--- src/rtl/sle_pkg.sv ---
// Shared types, codes and default sizes for the sequential list engine.
package sle_pkg;

	localparam int CAPACITY_DEF   = 16;
	localparam int ELEM_WIDTH_DEF = 32;

	// Match bits examined by the locate scanner in each cycle.
	localparam int SCAN_GROUP = 8;

	localparam logic [1:0] ACT_INSERT = 2'd0;
	localparam logic [1:0] ACT_DELETE = 2'd1;
	localparam logic [1:0] ACT_LOCATE = 2'd2;
	localparam logic [1:0] ACT_GET    = 2'd3;

	localparam logic [1:0] STS_OK        = 2'd0;
	localparam logic [1:0] STS_BAD_POS   = 2'd1;
	localparam logic [1:0] STS_FULL      = 2'd2;
	localparam logic [1:0] STS_NOT_FOUND = 2'd3;

	typedef struct packed {
		logic [1:0]         action;
		logic [4:0]         position;
		logic signed [31:0] item_value;
	} req_beat_t;

	typedef struct packed {
		logic [1:0]         status;
		logic signed [31:0] out_value;
		logic [3:0]         found_index;
		logic [4:0]         count_now;
	} rsp_beat_t;

	typedef struct packed {
		logic ins;
		logic del;
	} sle_cell_ctl_t;

	typedef struct packed {
		logic done;
		logic found;
	} sle_scan_res_t;

endpackage

--- src/rtl/sequential_list_engine_core.sv ---
// Top level of the sequential list engine: request decode, cell chain, scanner and result register.
//
// The list lives in a chain of CAPACITY cells, one entry each, with a length
// count beside it. Insert, delete and get finish in the cycle their request
// beat is taken: every cell shifts or loads at once and the entry at the
// position is read straight out of the chain. Locate compares all cells in
// parallel in that same cycle, then a scanner walks the match bits eight
// cells per cycle, stopping at the first group that holds a match or at
// the last group; how long a locate takes depends on where the first match lies.
// Results sit in an output register; a new request beat is taken whenever
// no locate is in progress and that register is empty or being emptied in
// the same cycle. Entries above the length are never read, so the cells
// need no clearing after reset.
module sequential_list_engine_core import sle_pkg::*; #(
	parameter int CAPACITY   = CAPACITY_DEF,
	parameter int ELEM_WIDTH = ELEM_WIDTH_DEF
) (
	input  logic      clk,
	input  logic      arst_n,
	input  logic      req_valid,
	output logic      req_ready,
	input  req_beat_t req,
	output logic      rsp_valid,
	input  logic      rsp_ready,
	output rsp_beat_t rsp
);

	localparam int IW   = $clog2(CAPACITY);
	localparam int CW   = $clog2(CAPACITY + 1);
	localparam int CMPW = (CW > 5) ? CW : 5;

	localparam logic ST_IDLE = 1'b0;
	localparam logic ST_SCAN = 1'b1;

	localparam logic [CW-1:0] CAP_CNT = CW'(CAPACITY);

	logic            state_q;
	logic [CW-1:0]   count_q;
	logic            rsp_valid_q;
	rsp_beat_t       rsp_q;

	logic            take;
	logic            out_free;
	logic [CMPW-1:0] pos_c;
	logic [CMPW-1:0] cnt_c;
	logic            pos_le_cnt;
	logic            pos_lt_cnt;
	logic            is_full;
	logic            ins_ok;
	logic            del_ok;
	logic [IW-1:0]   pos_idx;
	logic [63:0]     in_wide;
	logic [ELEM_WIDTH-1:0] elem_val;
	logic signed [ELEM_WIDTH-1:0] rd_data;
	logic [63:0]     rd_wide;
	logic signed [31:0] rd_out;
	logic [63:0]     cnt_wide;
	logic [CW-1:0]   count_next;
	logic [63:0]     cnt_next_wide;

	sle_cell_ctl_t   cell_ctl;
	logic [ELEM_WIDTH-1:0] cell_data [CAPACITY];
	logic [CAPACITY-1:0]   cell_hit;

	sle_scan_res_t   scan_res;
	logic [IW-1:0]   scan_idx;
	logic [63:0]     scan_idx_wide;
	logic            scan_start;

	assign out_free  = !rsp_valid_q || rsp_ready;
	assign req_ready = (state_q == ST_IDLE) && out_free;
	assign take      = req_valid && req_ready;

	assign pos_c      = CMPW'(req.position);
	assign cnt_c      = CMPW'(count_q);
	assign pos_le_cnt = pos_c <= cnt_c;
	assign pos_lt_cnt = pos_c < cnt_c;
	assign is_full    = count_q >= CAP_CNT;
	assign pos_idx    = IW'(req.position);

	assign ins_ok     = take && (req.action == ACT_INSERT) && pos_le_cnt && !is_full;
	assign del_ok     = take && (req.action == ACT_DELETE) && pos_lt_cnt;
	assign scan_start = take && (req.action == ACT_LOCATE);

	assign cell_ctl.ins = ins_ok;
	assign cell_ctl.del = del_ok;

	// Input values are sign-extended, then cut to the element width.
	assign in_wide  = 64'(req.item_value);
	assign elem_val = in_wide[ELEM_WIDTH-1:0];

	assign rd_data  = cell_data[pos_idx];
	assign rd_wide  = 64'(rd_data);
	assign rd_out   = rd_wide[31:0];
	assign cnt_wide = 64'(count_q);
	assign cnt_next_wide = 64'(count_next);
	assign scan_idx_wide = 64'(scan_idx);

	for (genvar i = 0; i < CAPACITY; i++) begin : g_cell
		logic [ELEM_WIDTH-1:0] left_d;
		logic [ELEM_WIDTH-1:0] right_d;

		if (i == 0) begin : g_first
			assign left_d = cell_data[i];
		end else begin : g_mid_l
			assign left_d = cell_data[i-1];
		end
		if (i == CAPACITY - 1) begin : g_last
			assign right_d = cell_data[i];
		end else begin : g_mid_r
			assign right_d = cell_data[i+1];
		end

		sle_cell #(
			.IDX (i),
			.IW  (IW),
			.CW  (CW),
			.EW  (ELEM_WIDTH)
		) u_cell (
			.clk        (clk),
			.ctl        (cell_ctl),
			.pos        (pos_idx),
			.count      (count_q),
			.new_val    (elem_val),
			.cmp_val    (elem_val),
			.left_data  (left_d),
			.right_data (right_d),
			.data       (cell_data[i]),
			.hit        (cell_hit[i])
		);
	end

	sle_scan #(
		.CAPACITY (CAPACITY),
		.IW       (IW)
	) u_scan (
		.clk    (clk),
		.arst_n (arst_n),
		.start  (scan_start),
		.hits   (cell_hit),
		.res    (scan_res),
		.index  (scan_idx)
	);

	always_comb begin
		count_next = count_q;
		if (ins_ok) begin
			count_next = count_q + 1'b1;
		end else if (del_ok) begin
			count_next = count_q - 1'b1;
		end
	end

	always_ff @(posedge clk or negedge arst_n) begin
		if (!arst_n) begin
			state_q     <= ST_IDLE;
			count_q     <= '0;
			rsp_valid_q <= 1'b0;
		end else begin
			count_q <= count_next;
			unique case (state_q)
				ST_IDLE: begin
					if (scan_start) begin
						state_q     <= ST_SCAN;
						rsp_valid_q <= 1'b0;
					end else if (take) begin
						rsp_valid_q <= 1'b1;
					end else if (rsp_ready) begin
						rsp_valid_q <= 1'b0;
					end
				end
				ST_SCAN: begin
					if (scan_res.done) begin
						state_q     <= ST_IDLE;
						rsp_valid_q <= 1'b1;
					end
				end
				default: begin
					state_q <= ST_IDLE;
				end
			endcase
		end
	end

	// Result beat payload; a locate result is filled in when the scanner finishes.
	always_ff @(posedge clk) begin
		if (take && !scan_start) begin
			rsp_q.status      <= STS_OK;
			rsp_q.out_value   <= '0;
			rsp_q.found_index <= '0;
			rsp_q.count_now   <= cnt_next_wide[4:0];
			case (req.action)
				ACT_INSERT: begin
					if (!pos_le_cnt) begin
						rsp_q.status <= STS_BAD_POS;
					end else if (is_full) begin
						rsp_q.status <= STS_FULL;
					end
				end
				ACT_DELETE, ACT_GET: begin
					if (!pos_lt_cnt) begin
						rsp_q.status <= STS_BAD_POS;
					end else begin
						rsp_q.out_value <= rd_out;
					end
				end
				default: begin
					rsp_q.status <= STS_OK;
				end
			endcase
		end else if ((state_q == ST_SCAN) && scan_res.done) begin
			rsp_q.status      <= scan_res.found ? STS_OK : STS_NOT_FOUND;
			rsp_q.out_value   <= '0;
			rsp_q.found_index <= scan_res.found ? scan_idx_wide[3:0] : 4'd0;
			rsp_q.count_now   <= cnt_wide[4:0];
		end
	end

	assign rsp_valid = rsp_valid_q;
	assign rsp       = rsp_q;

	// The result register must be empty whenever a scan completes.
	a_scan_done_out_free: assert property (@(posedge clk) disable iff (!arst_n)
		(state_q == ST_SCAN) && scan_res.done |-> !rsp_valid_q)
		else $error("locate finished while a result was still held");

	// A successful insert grows the list by exactly one.
	a_insert_count: assert property (@(posedge clk) disable iff (!arst_n)
		ins_ok |=> count_q == $past(count_q) + 1'b1)
		else $error("insert did not advance the length by one");

	// The length never passes the capacity.
	a_count_bound: assert property (@(posedge clk) disable iff (!arst_n)
		count_q <= CAP_CNT)
		else $error("length exceeds capacity");

	// A locate request leaves the block scanning with no result shown.
	a_locate_enters_scan: assert property (@(posedge clk) disable iff (!arst_n)
		scan_start |=> (state_q == ST_SCAN) && !rsp_valid_q && $stable(count_q))
		else $error("locate did not start a scan cleanly");

endmodule

--- src/rtl/sle_cell.sv ---
// One list cell: holds a single entry, shifts with its neighbours and flags a match.
module sle_cell import sle_pkg::*; #(
	parameter int IDX = 0,
	parameter int IW  = 4,
	parameter int CW  = 5,
	parameter int EW  = ELEM_WIDTH_DEF
) (
	input  logic          clk,
	input  sle_cell_ctl_t ctl,
	input  logic [IW-1:0] pos,
	input  logic [CW-1:0] count,
	input  logic [EW-1:0] new_val,
	input  logic [EW-1:0] cmp_val,
	input  logic [EW-1:0] left_data,
	input  logic [EW-1:0] right_data,
	output logic [EW-1:0] data,
	output logic          hit
);

	localparam logic [IW-1:0] MY_POS = IW'(IDX);
	localparam logic [CW-1:0] MY_CNT = CW'(IDX);

	logic [EW-1:0] data_q;

	// Insert opens a gap at pos by pulling from the left; delete closes it from the right.
	always_ff @(posedge clk) begin
		if (ctl.ins) begin
			if (MY_POS == pos) begin
				data_q <= new_val;
			end else if (MY_POS > pos) begin
				data_q <= left_data;
			end
		end else if (ctl.del) begin
			if (MY_POS >= pos) begin
				data_q <= right_data;
			end
		end
	end

	assign data = data_q;
	assign hit  = (MY_CNT < count) && (data_q == cmp_val);

endmodule

--- src/rtl/sle_scan.sv ---
// Locate scanner: walks the captured match bits a group at a time for the first hit.
module sle_scan import sle_pkg::*; #(
	parameter int CAPACITY = CAPACITY_DEF,
	parameter int IW       = 4
) (
	input  logic                clk,
	input  logic                arst_n,
	input  logic                start,
	input  logic [CAPACITY-1:0] hits,
	output sle_scan_res_t       res,
	output logic [IW-1:0]       index
);

	localparam int NG   = (CAPACITY + SCAN_GROUP - 1) / SCAN_GROUP;
	localparam int PADW = NG * SCAN_GROUP;
	localparam int GW   = (NG > 1) ? $clog2(NG) : 1;
	localparam int EGW  = $clog2(SCAN_GROUP);
	localparam logic [GW-1:0] LAST_GRP = GW'(NG - 1);

	logic [PADW-1:0]    hits_q;
	logic [GW-1:0]      grp_q;
	logic               busy_q;
	logic               grp_any;
	logic [EGW-1:0]     enc;
	logic [GW+EGW-1:0]  index_wide;

	assign grp_any = |hits_q[SCAN_GROUP-1:0];

	always_comb begin
		enc = '0;
		for (int k = SCAN_GROUP - 1; k >= 0; k--) begin
			if (hits_q[k]) begin
				enc = EGW'(k);
			end
		end
	end

	assign res.done   = busy_q && (grp_any || (grp_q == LAST_GRP));
	assign res.found  = busy_q && grp_any;
	assign index_wide = {grp_q, enc};
	assign index      = index_wide[IW-1:0];

	always_ff @(posedge clk or negedge arst_n) begin
		if (!arst_n) begin
			busy_q <= 1'b0;
			grp_q  <= '0;
		end else if (start) begin
			busy_q <= 1'b1;
			grp_q  <= '0;
		end else if (busy_q) begin
			if (res.done) begin
				busy_q <= 1'b0;
			end else begin
				grp_q <= grp_q + 1'b1;
			end
		end
	end

	always_ff @(posedge clk) begin
		if (start) begin
			hits_q <= PADW'(hits);
		end else if (busy_q) begin
			hits_q <= hits_q >> SCAN_GROUP;
		end
	end

endmodule
--- config.mk ---
export PLATFORM = sky130hd
export DESIGN_NAME = sequential_list_engine_core
export DESIGN_NICKNAME = d
export VERILOG_FILES = /design/src/rtl/sle_pkg.sv /design/src/rtl/sequential_list_engine_core.sv /design/src/rtl/sle_cell.sv /design/src/rtl/sle_scan.sv
export SDC_FILE = /design/constraint.sdc
export NUM_CORES = 2
export LEC_CHECK = 0
export BUFFER_PORTS_ARGS = -buffer_cell sky130_fd_sc_hd__buf_2
export CAP_MARGIN = 20
export CORE_MARGIN = 8
export CORE_UTILIZATION = 54
export DETAILED_ROUTE_END_ITERATION = 12
export PLACE_DENSITY = 0.7
export SLEW_MARGIN = 20
export SYNTH_ARGS = -nofsm -noshare
export SYNTH_HDL_FRONTEND = slang
export SYNTH_SLANG_ARGS = --single-unit
--- constraint.sdc ---
create_clock -name clk -period 16.7 [get_ports clk]
set_clock_uncertainty 0.2 [all_clocks]
set_input_delay 0.835 -clock clk [delete_from_list [all_inputs] [get_ports clk]]
set_output_delay 0.835 -clock clk [all_outputs]
set_load 0.05 [all_outputs]
==> metrics <==
Clock Power Share=0.368; top-area cell type share of the netlist area=0.4460; library cell used as clock root buffer=sky130_fd_sc_hd__clkbuf_16; number of antenna violations at the first check in global routing=3; worst slew pin tran=1156 ps; top fanout value on the critical path=264; number of buffer and inverter stages on the critical path=4; layout overhead on the synthesized area=8.272%; number of cells produced by synthesis=3617; Initial DRT Pass Iterations=6; dominant synthesized flop cell=sky130_fd_sc_hd__edfxtp_1; fraction of synthesis flops using an asynchronous set or reset pin=0.01552; PortBufs=87; power density cells=95.81 nW/um^2; internal power=2.743 mW; clock latency on the worst-skew pair=630 ps; number of maximum-capacitance constraint violations=0; max-slew violation count=0; drt initial violations=4486; TritonCTS clock tree=built; category of the most critical setup path=reg -> reg; # rows=97; post-synthesis register bit count=580; top-level port count=88; setup TNS after final layout=0 ps; number of clock sinks=580; post-cts repair resize count=0; fmax=166.7 MHz; total global-route track usage=0.3147; worst-path cell chain=clkinv_1 -> ha_1 -> o211ai_1 -> a21oi_1 -> o31a_1 -> or3_4 -> buf_4 -> buf_12 -> buf_4 -> o21ai_0; end-of-flow core utilization=0.5902; top cells by area in the synthesized netlist=sky130_fd_sc_hd__edfxtp_1, sky130_fd_sc_hd__mux2i_1, sky130_fd_sc_hd__o21ai_0; worst min path class=reg -> reg; number of different library cells in the post-synthesis netlist=58; mapped cell area=38180 um^2; kind of cell adding the most delay to the critical path=buffers and inverters; warnings from Yosys=0; pre-CTS worst setup slack=10300 ps; Setup-failing EPs final=0; fraction of layout cells with a size suffix above 1=0.1271; status=complete, no violations; final worst hold slack=274.8 ps; cell mode on critical path=sky130_fd_sc_hd__buf_4; final period utilization=0.3592; combinational share of power=0.181; clock period minus worst slack=5999 ps; number of global-route vias before repair=27448; half-perimeter wire length of the detailed placement result=91540 um; net count reported at finish=3557; CP peak stage delay=930 ps; slowest library cell on the worst path=sky130_fd_sc_hd__buf_4; net load switching power=1.218 mW; die area=79460 um^2; GPL Wtd Cong=0.9779; maximum level of the CTS H-tree=3; net switching fraction of the power=0.3075; synthesized area per cell=10.55 um^2; Final Hold Violating Endpoints=0; sum of overflow across all layers after global routing=0; worst path setup slack after routing=10700 ps; clock input transition at the sequential cells of the worst setup and hold paths=60 ps; initial core utilization=0.5451; synthesized net count=3669; remaining design rule violation count=0; Post-synth EDFFs=567; biggest area consumer among synthesized cells=sky130_fd_sc_hd__edfxtp_1; width of the die=281.9 um; relative slew slack=0.2235; routed vias/inst=6.534; post-synthesis sequential area ratio=0.4540; remaining antenna violation count after routing=0; Clock Path Buffers=3; first-pass GRT wire length=186400 um; Wirelength per Cell=28.39 um; worst supply voltage drop on vdd=0.00006864 V; kind of launch point of the worst setup path=register; vias after detailed routing=29397; sort of element at the end of the critical path=register; fraction of power consumed by sequential logic=0.451; critical path required time=16820 ps; TritonCTS Buffers=69; floorplan core area=70030 um^2; floorplan die height=281.9 um; non-filler cells in the finished layout=4499; static leakage=15.50 nW; instance count after placement with tap cells included=4371; Total Routed Length=127700 um; fillers=5978; maximum number of pins on one net before global-route repair=265; unrepaired setup endpoints after global routing=false; arrival time at the worst endpoint=6120 ps
## cell usage in the layout, fill, tap and decap left out, types with 4 or more instances in the layout
cell / count
sky130_fd_sc_hd__nand2_1: 596
sky130_fd_sc_hd__edfxtp_1: 567
sky130_fd_sc_hd__o21ai_0: 497
sky130_fd_sc_hd__mux2i_1: 469
sky130_fd_sc_hd__xnor2_1: 284
sky130_fd_sc_hd__xor2_1: 228
sky130_fd_sc_hd__nor4_1: 107
sky130_fd_sc_hd__mux4_2: 96
sky130_fd_sc_hd__nand4_1: 86
sky130_fd_sc_hd__buf_2: 85
sky130_fd_sc_hd__buf_4: 75
sky130_fd_sc_hd__clkbuf_16: 70
sky130_fd_sc_hd__nor2_1: 63
sky130_fd_sc_hd__mux2_2: 62
sky130_fd_sc_hd__o22ai_1: 34
sky130_fd_sc_hd__a21oi_1: 21
sky130_fd_sc_hd__clkbuf_1: 18
sky130_fd_sc_hd__clkinv_1: 17
sky130_fd_sc_hd__nor3_1: 14
sky130_fd_sc_hd__nand3_1: 13
sky130_fd_sc_hd__inv_1: 11
sky130_fd_sc_hd__ha_1: 9
sky130_fd_sc_hd__clkinv_2: 9
sky130_fd_sc_hd__dfrtp_1: 9
sky130_fd_sc_hd__nand2b_1: 7
sky130_fd_sc_hd__nor2_4: 7
sky130_fd_sc_hd__a21oi_4: 6
sky130_fd_sc_hd__inv_6: 6
sky130_fd_sc_hd__or3_1: 4
sky130_fd_sc_hd__or2_2: 4
sky130_fd_sc_hd__a31oi_1: 4
sky130_fd_sc_hd__clkbuf_8: 4
sky130_fd_sc_hd__dfxtp_1: 4
## state kept, by name (all words and copies together), names as in the netlist
signal and flops:
u_scan.busy_q 1, cnt_c 5, g_cell.u_cell.data 512, rsp_valid 1, u_scan.grp_q 1, state_q 1
u_scan.hits_q 16, rsp 43
## repair_timing
action	4_1_cts	5_1_grt
setup buffers	0	0
hold buffers	1	0
endpoints found under the setup margin	0	0
hold endpoints to repair	9	0
## Yosys cell counts (34+ instances only)
library cell and number:
sky130_fd_sc_hd__buf_1 38, sky130_fd_sc_hd__buf_2 54, sky130_fd_sc_hd__clkbuf_1 254, sky130_fd_sc_hd__edfxtp_1 567
sky130_fd_sc_hd__mux2_2 62, sky130_fd_sc_hd__mux2i_1 469, sky130_fd_sc_hd__mux4_2 96, sky130_fd_sc_hd__nand2_1 599
sky130_fd_sc_hd__nand4_1 86, sky130_fd_sc_hd__nor2_1 73, sky130_fd_sc_hd__nor4_1 108, sky130_fd_sc_hd__o21ai_0 497
sky130_fd_sc_hd__o22ai_1 34, sky130_fd_sc_hd__xnor2_1 284, sky130_fd_sc_hd__xor2_1 228
## area by class of cell
| cell class | count | area [um^2] | area share |
|---|---|---|---|
| sequential | 580 | 17330 | 0.4193 |
| antenna | 2 | 5.005 | 0.0001211 |
| timing repair buffer | 166 | 1097 | 0.02655 |
| multi-input combinational | 2671 | 19570 | 0.4734 |
| clock buffer | 92 | 1874 | 0.04535 |
| clock inverter | 31 | 217.7 | 0.005267 |
| inverter | 17 | 63.81 | 0.001544 |
| tap | 940 | 1176 | 0.02845 |
## through the flow
| stage | cell area, um^2 | power [mW] |
|---|---|---|
| detailed placement | 39180 | 2.514 |
| CTS | 41280 | 3.950 |
| floorplan | 38180 | 2.263 |
| global route | 41330 | 4.066 |
| global placement | 39160 | 2.501 |
| finish | 41330 | 3.960 |
## power by group through the flow
| stage | Clock (mW) | Sequential [mW] | Combinational [mW] |
|---|---|---|---|
| floorplan | 0 | 1.85 | 0.417 |
| global placement | 0 | 1.81 | 0.692 |
| detailed placement | 0 | 1.81 | 0.702 |
| CTS | 1.46 | 1.78 | 0.705 |
| global route | 1.52 | 1.80 | 0.754 |
| finish | 1.46 | 1.79 | 0.718 |
## worst reg2reg max path: stages (launching register included)
cell and delay [ps]:
sky130_fd_sc_hd__dfrtp_1 550, sky130_fd_sc_hd__clkinv_1 370, sky130_fd_sc_hd__ha_1 430, sky130_fd_sc_hd__o211ai_1 100, sky130_fd_sc_hd__a21oi_1 310, sky130_fd_sc_hd__o31a_1 240
sky130_fd_sc_hd__or3_4 610, sky130_fd_sc_hd__buf_4 770, sky130_fd_sc_hd__buf_12 780, sky130_fd_sc_hd__buf_4 1050, sky130_fd_sc_hd__o21ai_0 300
## final timing paths
check,slack (ps),startpoint,depth (start not counted),endpoint
min in group asynchronous,400,arst_n,2,cnt_c[3]
max in group asynchronous,15700,arst_n,2,u_scan.busy_q
setup reg to reg,10700,cnt_c[4],10,g_cell[7].u_cell.data[21]
hold / removal,270,rsp[7],2,rsp[7]
hold reg to reg,270,rsp[7],2,rsp[7]
setup / recovery,10700,cnt_c[4],10,g_cell[7].u_cell.data[21]
## cells by family (layout without fill, tap and decap cells)
kind of cell               count (synthesis)  in the layout  synth area share
muxes                                    627            627            0.1979
xor gates and xnor gates                 512            512            0.1175
adders and majority gates                  9              9          0.002950
buffers and inverters                    366            306           0.03825
AOI/OAI and AO/OA                        593            593           0.08177
and+or+nand+nor                          930            930            0.1077
other                                      0              2                 0
DFF                                      580            580            0.4540
## layer usage
metal / up-vias / GRT usage / share of wire
li1: 12881 / - / -
met3: 321 / 0.04592 / 0.10
met2: 1934 / 0.4662 / 0.44
met4: 0 / 0.2078 / 0.077
met1: 14261 / 0.4292 / 0.38
met5: - / 0 / 0
(Power assumes the default switching activity.)
